==> config.mk <==
export PLATFORM = sky130hd
export DESIGN_NAME = msi_coherent_line_controller
export DESIGN_NICKNAME = d
export VERILOG_FILES = /design/src/design/msi_pkg.sv /design/src/design/msi_core.sv /design/src/design/msi_outq.sv /design/src/design/msi_coherent_line_controller.sv
export VERILOG_INCLUDE_DIRS = /design/src /design/src/design
export SDC_FILE = /design/constraint.sdc
export NUM_CORES = 1
export LEC_CHECK = 0
export BUFFER_PORTS_ARGS = -buffer_cell sky130_fd_sc_hd__buf_2
export CORE_MARGIN = 3
export CORE_UTILIZATION = 45
export DETAILED_ROUTE_END_ITERATION = 12
export GPL_ROUTABILITY_DRIVEN = 0
export GPL_TIMING_DRIVEN = 0
export PLACE_DENSITY_LB_ADDON = 0.3
export SYNTH_ARGS = -nofsm -noshare
export SYNTH_HDL_FRONTEND = slang
export SYNTH_SLANG_ARGS = --single-unit
==> constraint.sdc <==
create_clock -name clk -period 10 [get_ports clk]
set_input_delay 0.5 -clock clk [delete_from_list [all_inputs] [get_ports clk]]
set_output_delay 0.5 -clock clk [all_outputs]
set_load 0.01 [all_outputs]
==> src/design/msi_coherent_line_controller_macros.svh <==
// assertion macros shared by the msi line controller
`ifndef MSI_COHERENT_LINE_CONTROLLER_MACROS_SVH
`define MSI_COHERENT_LINE_CONTROLLER_MACROS_SVH

// same-cycle implication, checked outside reset
`define MSI_ASSERT_NOW(label, clk, rst, ante, cons) \
  label: assert property (@(posedge clk) disable iff (rst) (ante) |-> (cons)) \
    else $error("msi controller check failed");

// next-cycle implication, checked outside reset
`define MSI_ASSERT_NEXT(label, clk, rst, ante, cons) \
  label: assert property (@(posedge clk) disable iff (rst) (ante) |=> (cons)) \
    else $error("msi controller check failed");

`endif

==> src/design/msi_pkg.sv <==
// types and constants of the msi line controller
package msi_pkg;

  localparam int ADDR_BITS_DEF = 32;
  localparam int PORT_ADDR_W   = 32;
  localparam int DATA_W        = 8;
  localparam int ID_W          = 4;
  localparam int MAX_RESULTS   = 3;
  localparam int CFG_ADDR_W    = 3;

  typedef enum logic [1:0] {
    CMD_CPU   = 2'd0,
    CMD_GRANT = 2'd1,
    CMD_MEM   = 2'd2,
    CMD_SNOOP = 2'd3
  } cmd_t;

  typedef enum logic [2:0] {
    ACT_CPU_RESP = 3'd0,
    ACT_BUS_REQ  = 3'd1,
    ACT_MEM_REQ  = 3'd2,
    ACT_WB       = 3'd3,
    ACT_RELEASE  = 3'd4
  } action_t;

  typedef enum logic [1:0] {
    ST_I = 2'd0,
    ST_S = 2'd1,
    ST_M = 2'd2
  } line_state_t;

  typedef enum logic {
    REG_CACHE_ID = 1'b0
  } reg_idx_t;

  typedef struct packed {
    action_t           action;
    logic [PORT_ADDR_W-1:0] addr;
    logic [DATA_W-1:0] data;
    logic              to_mem;
    logic [ID_W-1:0]   req;
  } result_t;

  // all words caused by one event, count of zero means none
  typedef struct packed {
    logic [1:0]                  count;
    result_t [MAX_RESULTS-1:0]   res;
  } bundle_t;

endpackage

==> src/design/msi_core.sv <==
// line state, pending request and per-event protocol logic
module msi_core #(
  parameter int ADDR_BITS = msi_pkg::ADDR_BITS_DEF
) (
  input  logic                     clk,
  input  logic                     rst,
  input  logic                     en,
  input  logic [msi_pkg::ID_W-1:0] cache_id,
  input  msi_pkg::cmd_t            cmd,
  input  logic                     rd,
  input  logic [ADDR_BITS-1:0]     addr,
  input  logic [msi_pkg::DATA_W-1:0] wd,
  input  logic [msi_pkg::DATA_W-1:0] md,
  output msi_pkg::bundle_t         bundle
);
  import msi_pkg::*;

  line_state_t          line_state, line_state_next;
  logic [ADDR_BITS-1:0] line_tag, line_tag_next;
  logic [DATA_W-1:0]    line_data, line_data_next;
  logic                 line_dirty, line_dirty_next;
  logic                 pending_is_read, pending_is_read_next;
  logic [ADDR_BITS-1:0] pending_address, pending_address_next;
  logic [DATA_W-1:0]    pending_write_data, pending_write_data_next;
  logic                 busy, busy_next;

  logic hit_a, hit_p;
  logic [1:0] n;

  assign hit_a = (line_state != ST_I) && (line_tag == addr);
  assign hit_p = (line_state != ST_I) && (line_tag == pending_address);

  // event decode, next state and result words
  always_comb begin
    line_state_next         = line_state;
    line_tag_next           = line_tag;
    line_data_next          = line_data;
    line_dirty_next         = line_dirty;
    pending_is_read_next    = pending_is_read;
    pending_address_next    = pending_address;
    pending_write_data_next = pending_write_data;
    busy_next               = busy;
    bundle                  = '0;
    n                       = 2'd0;
    case (cmd)
      CMD_CPU: begin
        if (!busy) begin
          busy_next    = 1'b1;
          bundle.count = 2'd1;
          if (hit_a && rd) begin
            bundle.res[0] = '{ACT_CPU_RESP, PORT_ADDR_W'(addr), line_data, 1'b0, '0};
            busy_next = 1'b0;
          end else if (hit_a) begin
            line_dirty_next = 1'b1;
            line_data_next  = wd;
            if (line_state == ST_S) begin
              // upgrade: keep the byte for the later fill
              pending_is_read_next    = 1'b0;
              pending_address_next    = addr;
              pending_write_data_next = wd;
              bundle.res[0] = '{ACT_BUS_REQ, PORT_ADDR_W'(addr), '0, 1'b0, cache_id};
            end else begin
              bundle.res[0] = '{ACT_CPU_RESP, PORT_ADDR_W'(addr), '0, 1'b0, '0};
              busy_next = 1'b0;
            end
          end else begin
            pending_is_read_next = rd;
            pending_address_next = addr;
            if (!rd) begin
              pending_write_data_next = wd;
            end
            bundle.res[0] = '{ACT_BUS_REQ, PORT_ADDR_W'(addr), '0, 1'b0, cache_id};
          end
        end
      end
      CMD_GRANT: begin
        if (busy) begin
          bundle.count  = 2'd1;
          bundle.res[0] = '{ACT_MEM_REQ, PORT_ADDR_W'(pending_address), '0,
                            pending_is_read, cache_id};
        end
      end
      CMD_MEM: begin
        if (busy) begin
          if (!hit_p) begin
            // evict a dirty modified victim first
            if (line_state == ST_M && line_dirty) begin
              bundle.res[0] = '{ACT_WB, PORT_ADDR_W'(line_tag), line_data, 1'b0, cache_id};
              n = 2'd1;
            end
            line_tag_next   = pending_address;
            line_dirty_next = 1'b0;
          end
          if (pending_is_read) begin
            line_data_next  = md;
            line_state_next = ST_S;
            bundle.res[n] = '{ACT_CPU_RESP, PORT_ADDR_W'(pending_address), md, 1'b0, '0};
          end else begin
            line_data_next  = pending_write_data;
            line_dirty_next = 1'b1;
            line_state_next = ST_M;
            bundle.res[n] = '{ACT_CPU_RESP, PORT_ADDR_W'(pending_address), '0, 1'b0, '0};
          end
          bundle.res[2'(n + 2'd1)] = '{ACT_RELEASE, PORT_ADDR_W'(pending_address), '0,
                                      1'b0, cache_id};
          bundle.count = 2'(n + 2'd2);
          busy_next    = 1'b0;
        end
      end
      CMD_SNOOP: begin
        if (hit_a) begin
          if (line_state == ST_M && line_dirty) begin
            bundle.res[0]   = '{ACT_WB, PORT_ADDR_W'(line_tag), line_data, 1'b0, cache_id};
            bundle.count    = 2'd1;
            line_dirty_next = 1'b0;
          end
          if (rd) begin
            if (line_state == ST_M) begin
              line_state_next = ST_S;
            end
          end else begin
            line_state_next = ST_I;
          end
        end
      end
      default: begin
      end
    endcase
  end

  // state registers, updated when an event is processed
  always_ff @(posedge clk) begin
    if (rst) begin
      line_state         <= ST_I;
      line_tag           <= '0;
      line_data          <= '0;
      line_dirty         <= 1'b0;
      pending_is_read    <= 1'b0;
      pending_address    <= '0;
      pending_write_data <= '0;
      busy               <= 1'b0;
    end else if (en) begin
      line_state         <= line_state_next;
      line_tag           <= line_tag_next;
      line_data          <= line_data_next;
      line_dirty         <= line_dirty_next;
      pending_is_read    <= pending_is_read_next;
      pending_address    <= pending_address_next;
      pending_write_data <= pending_write_data_next;
      busy               <= busy_next;
    end
  end

endmodule

==> src/design/msi_outq.sv <==
// result register that hands out one word of a bundle per cycle unless the output is stalled
module msi_outq (
  input  logic             clk,
  input  logic             rst,
  input  logic             load,
  input  msi_pkg::bundle_t bundle_in,
  input  logic             stall,
  output logic             valid,
  output msi_pkg::result_t word,
  output logic             last,
  output logic             free
);
  import msi_pkg::*;

  bundle_t    held;
  logic [1:0] idx;
  logic       accept;

  assign accept = valid && !stall;
  assign last   = (idx == 2'(held.count - 2'd1));
  assign free   = !valid || (accept && last);
  assign word   = held.res[idx];

  // bundle hold and word index
  always_ff @(posedge clk) begin
    if (rst) begin
      valid <= 1'b0;
      idx   <= 2'd0;
    end else if (load) begin
      valid <= 1'b1;
      idx   <= 2'd0;
    end else if (accept && last) begin
      valid <= 1'b0;
    end else if (accept) begin
      idx <= 2'(idx + 2'd1);
    end
  end

  always_ff @(posedge clk) begin
    if (load) begin
      held <= bundle_in;
    end
  end

endmodule

==> src/design/msi_coherent_line_controller.sv <==
// top level of the msi line controller: input register, config port, core, result queue
// One event is taken per cycle unless the input is stalled. Each event is registered,
// then processed by the protocol logic, which updates the line and pending request and
// loads its result words (none, one, or up to three for a memory response: writeback,
// cpu response, bus release) into the result register. Words leave one per cycle unless
// the output is stalled; events that make no words never wait on the output.
// cache_id is at byte address 0 of the config port and should be written while idle.
module msi_coherent_line_controller #(
  parameter int ADDR_BITS = msi_pkg::ADDR_BITS_DEF
) (
  input  logic                            clk,
  input  logic                            rst,
  // config port
  input  logic                            psel,
  input  logic                            penable,
  input  logic                            pwrite,
  input  logic [msi_pkg::CFG_ADDR_W-1:0]  paddr,
  input  logic [31:0]                     pwdata,
  output logic [31:0]                     prdata,
  output logic                            pready,
  // event channel
  input  logic                            in_valid,
  output logic                            in_stall,
  input  logic [1:0]                      command,
  input  logic                            is_read,
  input  logic [msi_pkg::PORT_ADDR_W-1:0] address,
  input  logic [msi_pkg::DATA_W-1:0]      write_data,
  input  logic [msi_pkg::DATA_W-1:0]      mem_data,
  // result channel
  output logic                            out_valid,
  input  logic                            out_stall,
  output logic [2:0]                      action,
  output logic [msi_pkg::PORT_ADDR_W-1:0] out_address,
  output logic [msi_pkg::DATA_W-1:0]      out_data,
  output logic                            to_memory,
  output logic [msi_pkg::ID_W-1:0]        requester,
  output logic                            last
);
  import msi_pkg::*;
  `include "msi_coherent_line_controller_macros.svh"

  logic [ID_W-1:0]      cache_id;
  logic                 cfg_sel;

  logic                 s1_valid;
  cmd_t                 s1_cmd;
  logic                 s1_rd;
  logic [ADDR_BITS-1:0] s1_addr;
  logic [DATA_W-1:0]    s1_wd;
  logic [DATA_W-1:0]    s1_md;
  logic                 s1_adv;
  logic                 in_accept;

  bundle_t              bundle;
  logic                 bundle_load;
  logic                 oq_free;
  result_t              word;

  // config register
  assign pready  = 1'b1;
  assign cfg_sel = (reg_idx_t'(paddr[2]) == REG_CACHE_ID);
  assign prdata  = cfg_sel ? 32'(cache_id) : 32'd0;

  always_ff @(posedge clk) begin
    if (rst) begin
      cache_id <= '0;
    end else if (psel && penable && pwrite && pready && cfg_sel) begin
      cache_id <= pwdata[ID_W-1:0];
    end
  end

  // input register
  assign s1_adv      = s1_valid && ((bundle.count == 2'd0) || oq_free);
  assign bundle_load = s1_adv && (bundle.count != 2'd0);
  assign in_stall    = s1_valid && !s1_adv;
  assign in_accept   = in_valid && !in_stall;

  always_ff @(posedge clk) begin
    if (rst) begin
      s1_valid <= 1'b0;
    end else if (in_accept) begin
      s1_valid <= 1'b1;
    end else if (s1_adv) begin
      s1_valid <= 1'b0;
    end
  end

  always_ff @(posedge clk) begin
    if (in_accept) begin
      s1_cmd  <= cmd_t'(command);
      s1_rd   <= is_read;
      s1_addr <= ADDR_BITS'(address);
      s1_wd   <= write_data;
      s1_md   <= mem_data;
    end
  end

  msi_core #(
    .ADDR_BITS(ADDR_BITS)
  ) u_core (
    .clk      (clk),
    .rst      (rst),
    .en       (s1_adv),
    .cache_id (cache_id),
    .cmd      (s1_cmd),
    .rd       (s1_rd),
    .addr     (s1_addr),
    .wd       (s1_wd),
    .md       (s1_md),
    .bundle   (bundle)
  );

  msi_outq u_outq (
    .clk       (clk),
    .rst       (rst),
    .load      (bundle_load),
    .bundle_in (bundle),
    .stall     (out_stall),
    .valid     (out_valid),
    .word      (word),
    .last      (last),
    .free      (oq_free)
  );

  // result word fields
  assign action      = word.action;
  assign out_address = word.addr;
  assign out_data    = word.data;
  assign to_memory   = word.to_mem;
  assign requester   = word.req;

  // checks
  `MSI_ASSERT_NOW(a_load_only_when_free, clk, rst, bundle_load, oq_free)
  `MSI_ASSERT_NOW(a_empty_never_stalls, clk, rst, !s1_valid, !in_stall)
  `MSI_ASSERT_NEXT(a_drain_clears_valid, clk, rst,
                   out_valid && !out_stall && last && !bundle_load, !out_valid)

endmodule

=== Yosys cells after proc, flatten, opt, wreduce, memory -nomap -nowiden ===
Cells that the tools add are included.

* Order comparisons: 5
* Bitwise gates (word level): 5
* Reduce and logical (&&, ||, !) cells: 40
* Divide/modulo/power cells: 0
* Shift-type cells: 0
* $mul: 0
* Mux-type cells: 70
* Add/subtract/negate cells: 4
* Equal/unequal tests: 18

{| class="wikitable"
|+ Operators by type and width
! cell !! number
|-
| $bwmux W144 || 3
|-
| $mux W144 || 3
|-
| $mux W48 || 9
|-
| $demux W48 S2 || 2
|-
| $pmux W48 S4 || 1
|-
| $mux W146 || 1
|-
| $bmux W48 S2 || 1
|-
| $mux W47 || 2
|-
| $mux W46 || 2
|-
| $eq A32 B32 Y1 || 2
|-
| $mux W32 || 2
|-
| $mux W8 || 8
|-
| $mux W1 || 22
|-
| $mux W2 || 8
|-
| $pmux W8 S2 || 1
|-
| $logic_and A1 B1 Y1 || 15
|-
| $reduce_and A6 Y1 || 2
|-
| $reduce_bool A2 Y1 || 6
|-
| $ne A2 B1 Y1 const B || 5
|-
| $reduce_and A5 Y1 || 2
|-
| $lt A2 B3 Y1 const B || 3
|-
| $reduce_and A9 Y1 || 1
|-
| $pmux W2 S4 || 1
|-
| $eq A2 B2 Y1 const B || 3
|-
| other kinds (21) || 37
|}

* Logic and storage cells: 175
* Memory bits (writable): 0
* Bits in registers: 290
* Bits of input ports: 93
* Memory bits (read-only): 0
* Output and inout port bits: 84
* Latch bits: 0
* Memories: 0

=== Depth between registers and ports, before layout ===
* Depth after elaboration: 25
* Mapped depth: 11
* Depth with buffers taken out: 9

=== Hierarchy ===
From an unflattened synthesis, not the netlist that was laid out.

* Cells, all modules: 1162
* Area total of the unflattened synthesis: 13097.6 um^2

{| class="wikitable"
|+ Modules (own cells, without submodules)
! module !! instances !! cells an instance !! seq. area each (um^2) !! area an instance (um^2)
|-
| msi_outq || 1 || 329 || 4444.3 || 5547.8
|-
| msi_core || 1 || 727 || 1701.6 || 5531.6
|-
| msi_coherent_line_controller || 1 || 106 || 1631.6 || 2018.2
|}

=== Worst setup path before layout ===
No wires, ideal clock.

* Path kind: reg-to-reg
* Start point: register u_outq.held[145] (netlist name)
* End point: register u_outq.idx[0]
* Setup time: 0.125 ns
* Clock period less this slack: 8.543 ns
* Data arrival time: 8.419 ns
* Data required time: 9.875 ns
* Cell stages (with the launch flop): 8
* Buffers on the path: 0
* Path slack: 1.457 ns
* Path through: edfxtp_1 -> xnor2_1 -> mux2i_1 -> a21bo_2 -> nand2_1 -> a21oi_1 -> or2_2 -> nor2_1

* Word-level cells in the longest chain between the ends: 8
* Elaborated cells between the ends (all ways): 10
* Those cells by class: add/sub: 1; eq/ne: 1; bitwise: 1; reduce/logical: 7

{| class="wikitable"
|+ Ends and longest elaborated chain
! what !! line !! source
|-
| start: declaration || msi_outq.sv:15 || <nowiki>bundle_t held;</nowiki>
|-
| start signal: assignment || msi_outq.sv:41 || <nowiki>held <= bundle_in;</nowiki>
|-
| $sub A2 B1 Y2 || msi_outq.sv:20 || <nowiki>assign last = (idx == 2'(held.count - 2'd1));</nowiki>
|-
| $eq A2 B2 Y1 || msi_outq.sv:20 ||
|-
| named net last || msi_coherent_line_controller.sv:37 || <nowiki>output logic last</nowiki>
|-
| $logic_and A1 B1 Y1 || msi_outq.sv:21 || <nowiki>assign free = !valid || (accept && last);</nowiki>
|-
| $logic_or A1 B1 Y1 || msi_outq.sv:21 ||
|-
| $logic_or A1 B1 Y1 || msi_coherent_line_controller.sv:73 || <nowiki>assign s1_adv = s1_valid && ((bundle.count == 2'd0) || oq_free);</nowiki>
|-
| $logic_and A1 B1 Y1 || msi_coherent_line_controller.sv:73 ||
|-
| $logic_and A1 B1 Y1 || msi_coherent_line_controller.sv:74 || <nowiki>assign bundle_load = s1_adv && (bundle.count != 2'd0);</nowiki>
|-
| named net bundle_load || msi_coherent_line_controller.sv:55 || <nowiki>logic bundle_load;</nowiki>
|-
| $reduce_or A2 Y1 (no source line) || n/a ||
|-
| end signal: assignment || msi_outq.sv:35 || <nowiki>idx <= 2'(idx + 2'd1);</nowiki>
|-
| end: declaration || msi_outq.sv:16 || <nowiki>logic [1:0] idx;</nowiki>
|}

The timed path passes the listed nets, and every way through them passes these cells.
A chain may end at the register's enable or synchronous reset.

=== Worst setup path after layout ===
* Start point: register u_outq.idx[0]
* End point: output out_address[12] (netlist name)

* Word-level cells in the longest chain between the ends: 2

{| class="wikitable"
|+ Ends and longest elaborated chain
! what !! line !! source
|-
| $bmux W48 S2 || msi_outq.sv:22 || <nowiki>assign word = held.res[idx];</nowiki>
|-
| $mux W48 (not written as such) || msi_outq.sv:22 ||
|-
| end: declaration || msi_coherent_line_controller.sv:33 || <nowiki>output logic [msi_pkg::PORT_ADDR_W-1:0] out_address,</nowiki>
|}

Every way passes these cells. The select of a mux whose other input is x is not followed.

==> results.toml <==
[route]
routedWlPerCell_um = 18.95
vias_per_cell = 5.318
routed-via-count = 8839
drt_first_iter_violations = 568
final_antenna_net_count = 0
detail_route.wirelength_um = 31490
number_of_remaining_drc_errors = 0
drt_pass1_iterations = 5

[sta]
fin_tns_setup_ns = 0
rsz0062_at_grt = "false"
fmaxAchievable_mhz = 277.1
report.final.slew_viol_count = 0
finalHoldWorstSlack_ns = 0.1305
skew_ns = 0.01353
worst_setup_slack_final_ns = 6.391
tightestPinTransition_ns = 1.011
hold_viol = 0
min_cycle_time_layout_ns = 3.609
timing.slew.headroom_pct = 32.43
setup_viol_count_final = 0
final.period_utilization_pct = 36.09

[worst_setup_path]
worstSetupPathType = "flip-flop to primary output"
critical_path_peak_fanout = 10
critical_path.startpoint_type = "flip-flop"
critical_path_arrival_ns = 3.11
critPathRequiredTime_ns = 9.50
nature_of_the_critical_path_endpoint = "primary output"
rrSetupSlack_ns = 6.47

[synth]
synth_compound_gate_area_share_pct = 10.80
synth_enable_flop_cells = 182
async_flop_share_pct = 0
avg_cell_area_syn_um2 = 11.54
fraction_of_the_mapped_netlist_area_in_adder_cells_pct = 0
synthCells = 1089
ys_warn_count = 0
synth.lib_cells_used.distinct = 54
seq_area_frac_synth_pct = 58.28
mappedNetlistArea_um2 = 12570
yosys_most_used_dff = "sky130_fd_sc_hd__edfxtp_1"
yosys_register_bits = 275
synth_xor_xnor_area_share_pct = 4.807
yosys.area_share.simple_pct = 13.08
synth_top_family_by_area = "simple AND/OR/NAND/NOR gates"
muxShareOfSynthArea_pct = 8.280

[global_routing]
wire_length_of_the_first_global_routing_pass_um = 48780
grt_antenna_before_repair = 0
grt_pass1_vias = 8654
grt_start_max_net_pins = 33
groute.usage.overall_pct = 20.37
globalRoute.totalOverflow = 0

[pwr]
netSwitchingFraction_pct = 21.70
internal-power_mw = 1.920
irDropWorstVdd_mv = 0.1295
power.clock.fraction_pct = 42.7
power_density_nw_per_um2 = 165.8
switching_power_uw = 532.0
total_power_mw = 2.452
seq_power_share_pct = 51.4
p_comb_share_pct = 5.9
p_leak_nw = 5.689

[placement]
preCtsSetupSlack_ns = 6.561
port-buffer-count = 117
dp_hpwl_um = 22590
placedInstanceArea_um2 = 13850
placed_cells_incl_taps = 1610

[final_layout]
fill_count = 2375
layout.cells.most_common = "sky130_fd_sc_hd__edfxtp_1"
synthToLayoutAreaGrowth_pct = 17.58
final_core_utilization_pct = 54.39
final_layout_size_suffix_gt1_share_pct = 17.98
num_antenna_cells = 0
post-route-cell-area_um2 = 14780
top_library_cells_by_usage_in_the_layout_fill_and_taps_aside = "sky130_fd_sc_hd__edfxtp_1, sky130_fd_sc_hd__buf_2, sky130_fd_sc_hd__mux2i_1, sky130_fd_sc_hd__dfxtp_1, sky130_fd_sc_hd__and2_1"
finish.cell_count_without_fillers = 1662
final_nets = 1361

[cts]
post-cts-setup-buffer-count = 0
ctsHoldBuffers = 0
cts.clk_slew.worst_paths_ns = 0.06
cts.path.max_buffers = 3
clock_latency_ns = 0.54
htreeDepth = 1
tritoncts.num_buffers = 28
clock-root-buffer = "sky130_fd_sc_hd__clkbuf_16"
cts_resized = 0
tritoncts = "yes"
clkSinkCount = 275

[outcome]
run_status = "complete, no violations"

[floorplan]
num_rows = 60
die_y_um = 173.1
floorplan_die_area_um2 = 29980
initial_utilization_pct = 46.26
die_width_um = 173.1
coreArea_um2 = 27180
io_pins = 177

[flow_run]
maxCapViolCount = 0

[worst_hold_path]
hold_path.class = "input pin to flip-flop"
==> worst max-delay path, cell delays in order (launching register included) <==
cell and delay [ns]:
sky130_fd_sc_hd__dfxtp_1 0.30, sky130_fd_sc_hd__clkbuf_1 0.25, sky130_fd_sc_hd__buf_1 0.73, sky130_fd_sc_hd__buf_1 0.70, sky130_fd_sc_hd__mux2i_1 0.16, sky130_fd_sc_hd__o21ai_0 0.25
sky130_fd_sc_hd__buf_2 0.18
==> registers in the layout, summed over array words and instances (netlist names), 4 cells and up <==
name and count:
s1_addr 32, u_core.pending_address 32, u_core.line_tag 32, s1_wd 8
u_core.pending_write_data 8, u_core.line_data 8, u_outq.held 131, s1_md 8
cache_id 4
==> cell type report <==
cell class / instances / area (µm²) / share of cell area (%)
Clock buffer: 48 / 887.1 / 6.001
Timing Repair Buffer: 122 / 693.2 / 4.689
Inverter: 10 / 37.54 / 0.2539
Tap cell: 372 / 465.4 / 3.149
Buffer: 96 / 553.0 / 3.741
Sequential cell: 275 / 7327 / 49.57
Clock inverter: 4 / 43.79 / 0.2963
Multi-Input combinational cell: 735 / 4775 / 32.30
==> power groups by stage <==
| stage | registers (mW) | clock network [mW] | logic (mW) |
|---|---|---|---|
| 2_1_floorplan | 1.28 | 0 | 0.0911 |
| 3_3_place_gp | 1.29 | 0 | 0.137 |
| 3_5_place_dp | 1.28 | 0 | 0.143 |
| 4_1_cts | 1.26 | 1.06 | 0.144 |
| 5_1_grt | 1.26 | 1.10 | 0.158 |
| 6_report | 1.26 | 1.05 | 0.145 |
==> final timing paths <==
kind / startpoint / to / depth (start not counted)
max reg2reg: s1_addr[7] / u_outq.held[124] / 7
max: u_outq.idx[0] / out_address[12] / 6
min reg2reg: u_core.pending_write_data[4] / u_core.pending_write_data[4] / 2
min: mem_data[3] / s1_md[3] / 1
==> metal layers <==
metal / vias to the layer above / share of wire (%) / GRT usage (%)
li1: 4215 / - / -
met1: 4239 / 44 / 28.26
met2: 319 / 47 / 33.09
met3: 66 / 5.9 / 2.789
met4: 0 / 3.3 / 6.926
met5: - / 0 / 0
==> Yosys cell counts, types with 2 or more instances <==
cell type,number,area share [%]
sky130_fd_sc_hd__nor2_1,73,2.2
sky130_fd_sc_hd__a22o_1,32,2.2
sky130_fd_sc_hd__dfxtp_1,93,15
sky130_fd_sc_hd__nor2b_1,9,0.45
sky130_fd_sc_hd__o21ai_0,68,2.7
sky130_fd_sc_hd__nand3_1,35,1.4
sky130_fd_sc_hd__and4_1,2,0.14
sky130_fd_sc_hd__a32o_1,7,0.56
sky130_fd_sc_hd__xor2_1,58,4.0
sky130_fd_sc_hd__xnor2_1,11,0.77
sky130_fd_sc_hd__nor3_1,7,0.28
sky130_fd_sc_hd__or2_2,3,0.15
sky130_fd_sc_hd__a31oi_1,2,0.10
sky130_fd_sc_hd__edfxtp_1,182,43
sky130_fd_sc_hd__nand2b_1,6,0.30
sky130_fd_sc_hd__nor4_1,15,0.75
sky130_fd_sc_hd__nand4_1,5,0.25
sky130_fd_sc_hd__buf_1,2,0.060
sky130_fd_sc_hd__inv_1,8,0.24
sky130_fd_sc_hd__a21o_1,32,1.9
sky130_fd_sc_hd__conb_1,2,0.060
sky130_fd_sc_hd__a21oi_2,2,0.14
sky130_fd_sc_hd__a21oi_1,41,1.6
sky130_fd_sc_hd__clkbuf_1,44,1.3
sky130_fd_sc_hd__buf_6,6,0.54
sky130_fd_sc_hd__nand2_1,71,2.1
sky130_fd_sc_hd__and3_1,7,0.35
sky130_fd_sc_hd__a31o_2,2,0.14
sky130_fd_sc_hd__mux2i_1,104,8.3
sky130_fd_sc_hd__nand4b_1,2,0.14
sky130_fd_sc_hd__buf_4,37,2.2
sky130_fd_sc_hd__o21ai_1,16,0.64
sky130_fd_sc_hd__buf_2,7,0.28
sky130_fd_sc_hd__and2_1,77,3.8
sky130_fd_sc_hd__nor2_2,2,0.10
==> kinds of logic (layout without fill, tap and decap cells) <==
family / Yosys count / in the layout
AO/OA/AOI/OAI: 211 / 211
multiplexers: 104 / 104
flip-flops: 275 / 275
buffers and inverters: 106 / 280
other: 2 / 29
XOR/XNOR: 69 / 69
AND/OR/NAND/NOR: 322 / 322
No activity file was read; power rests on OpenSTA's default activity.
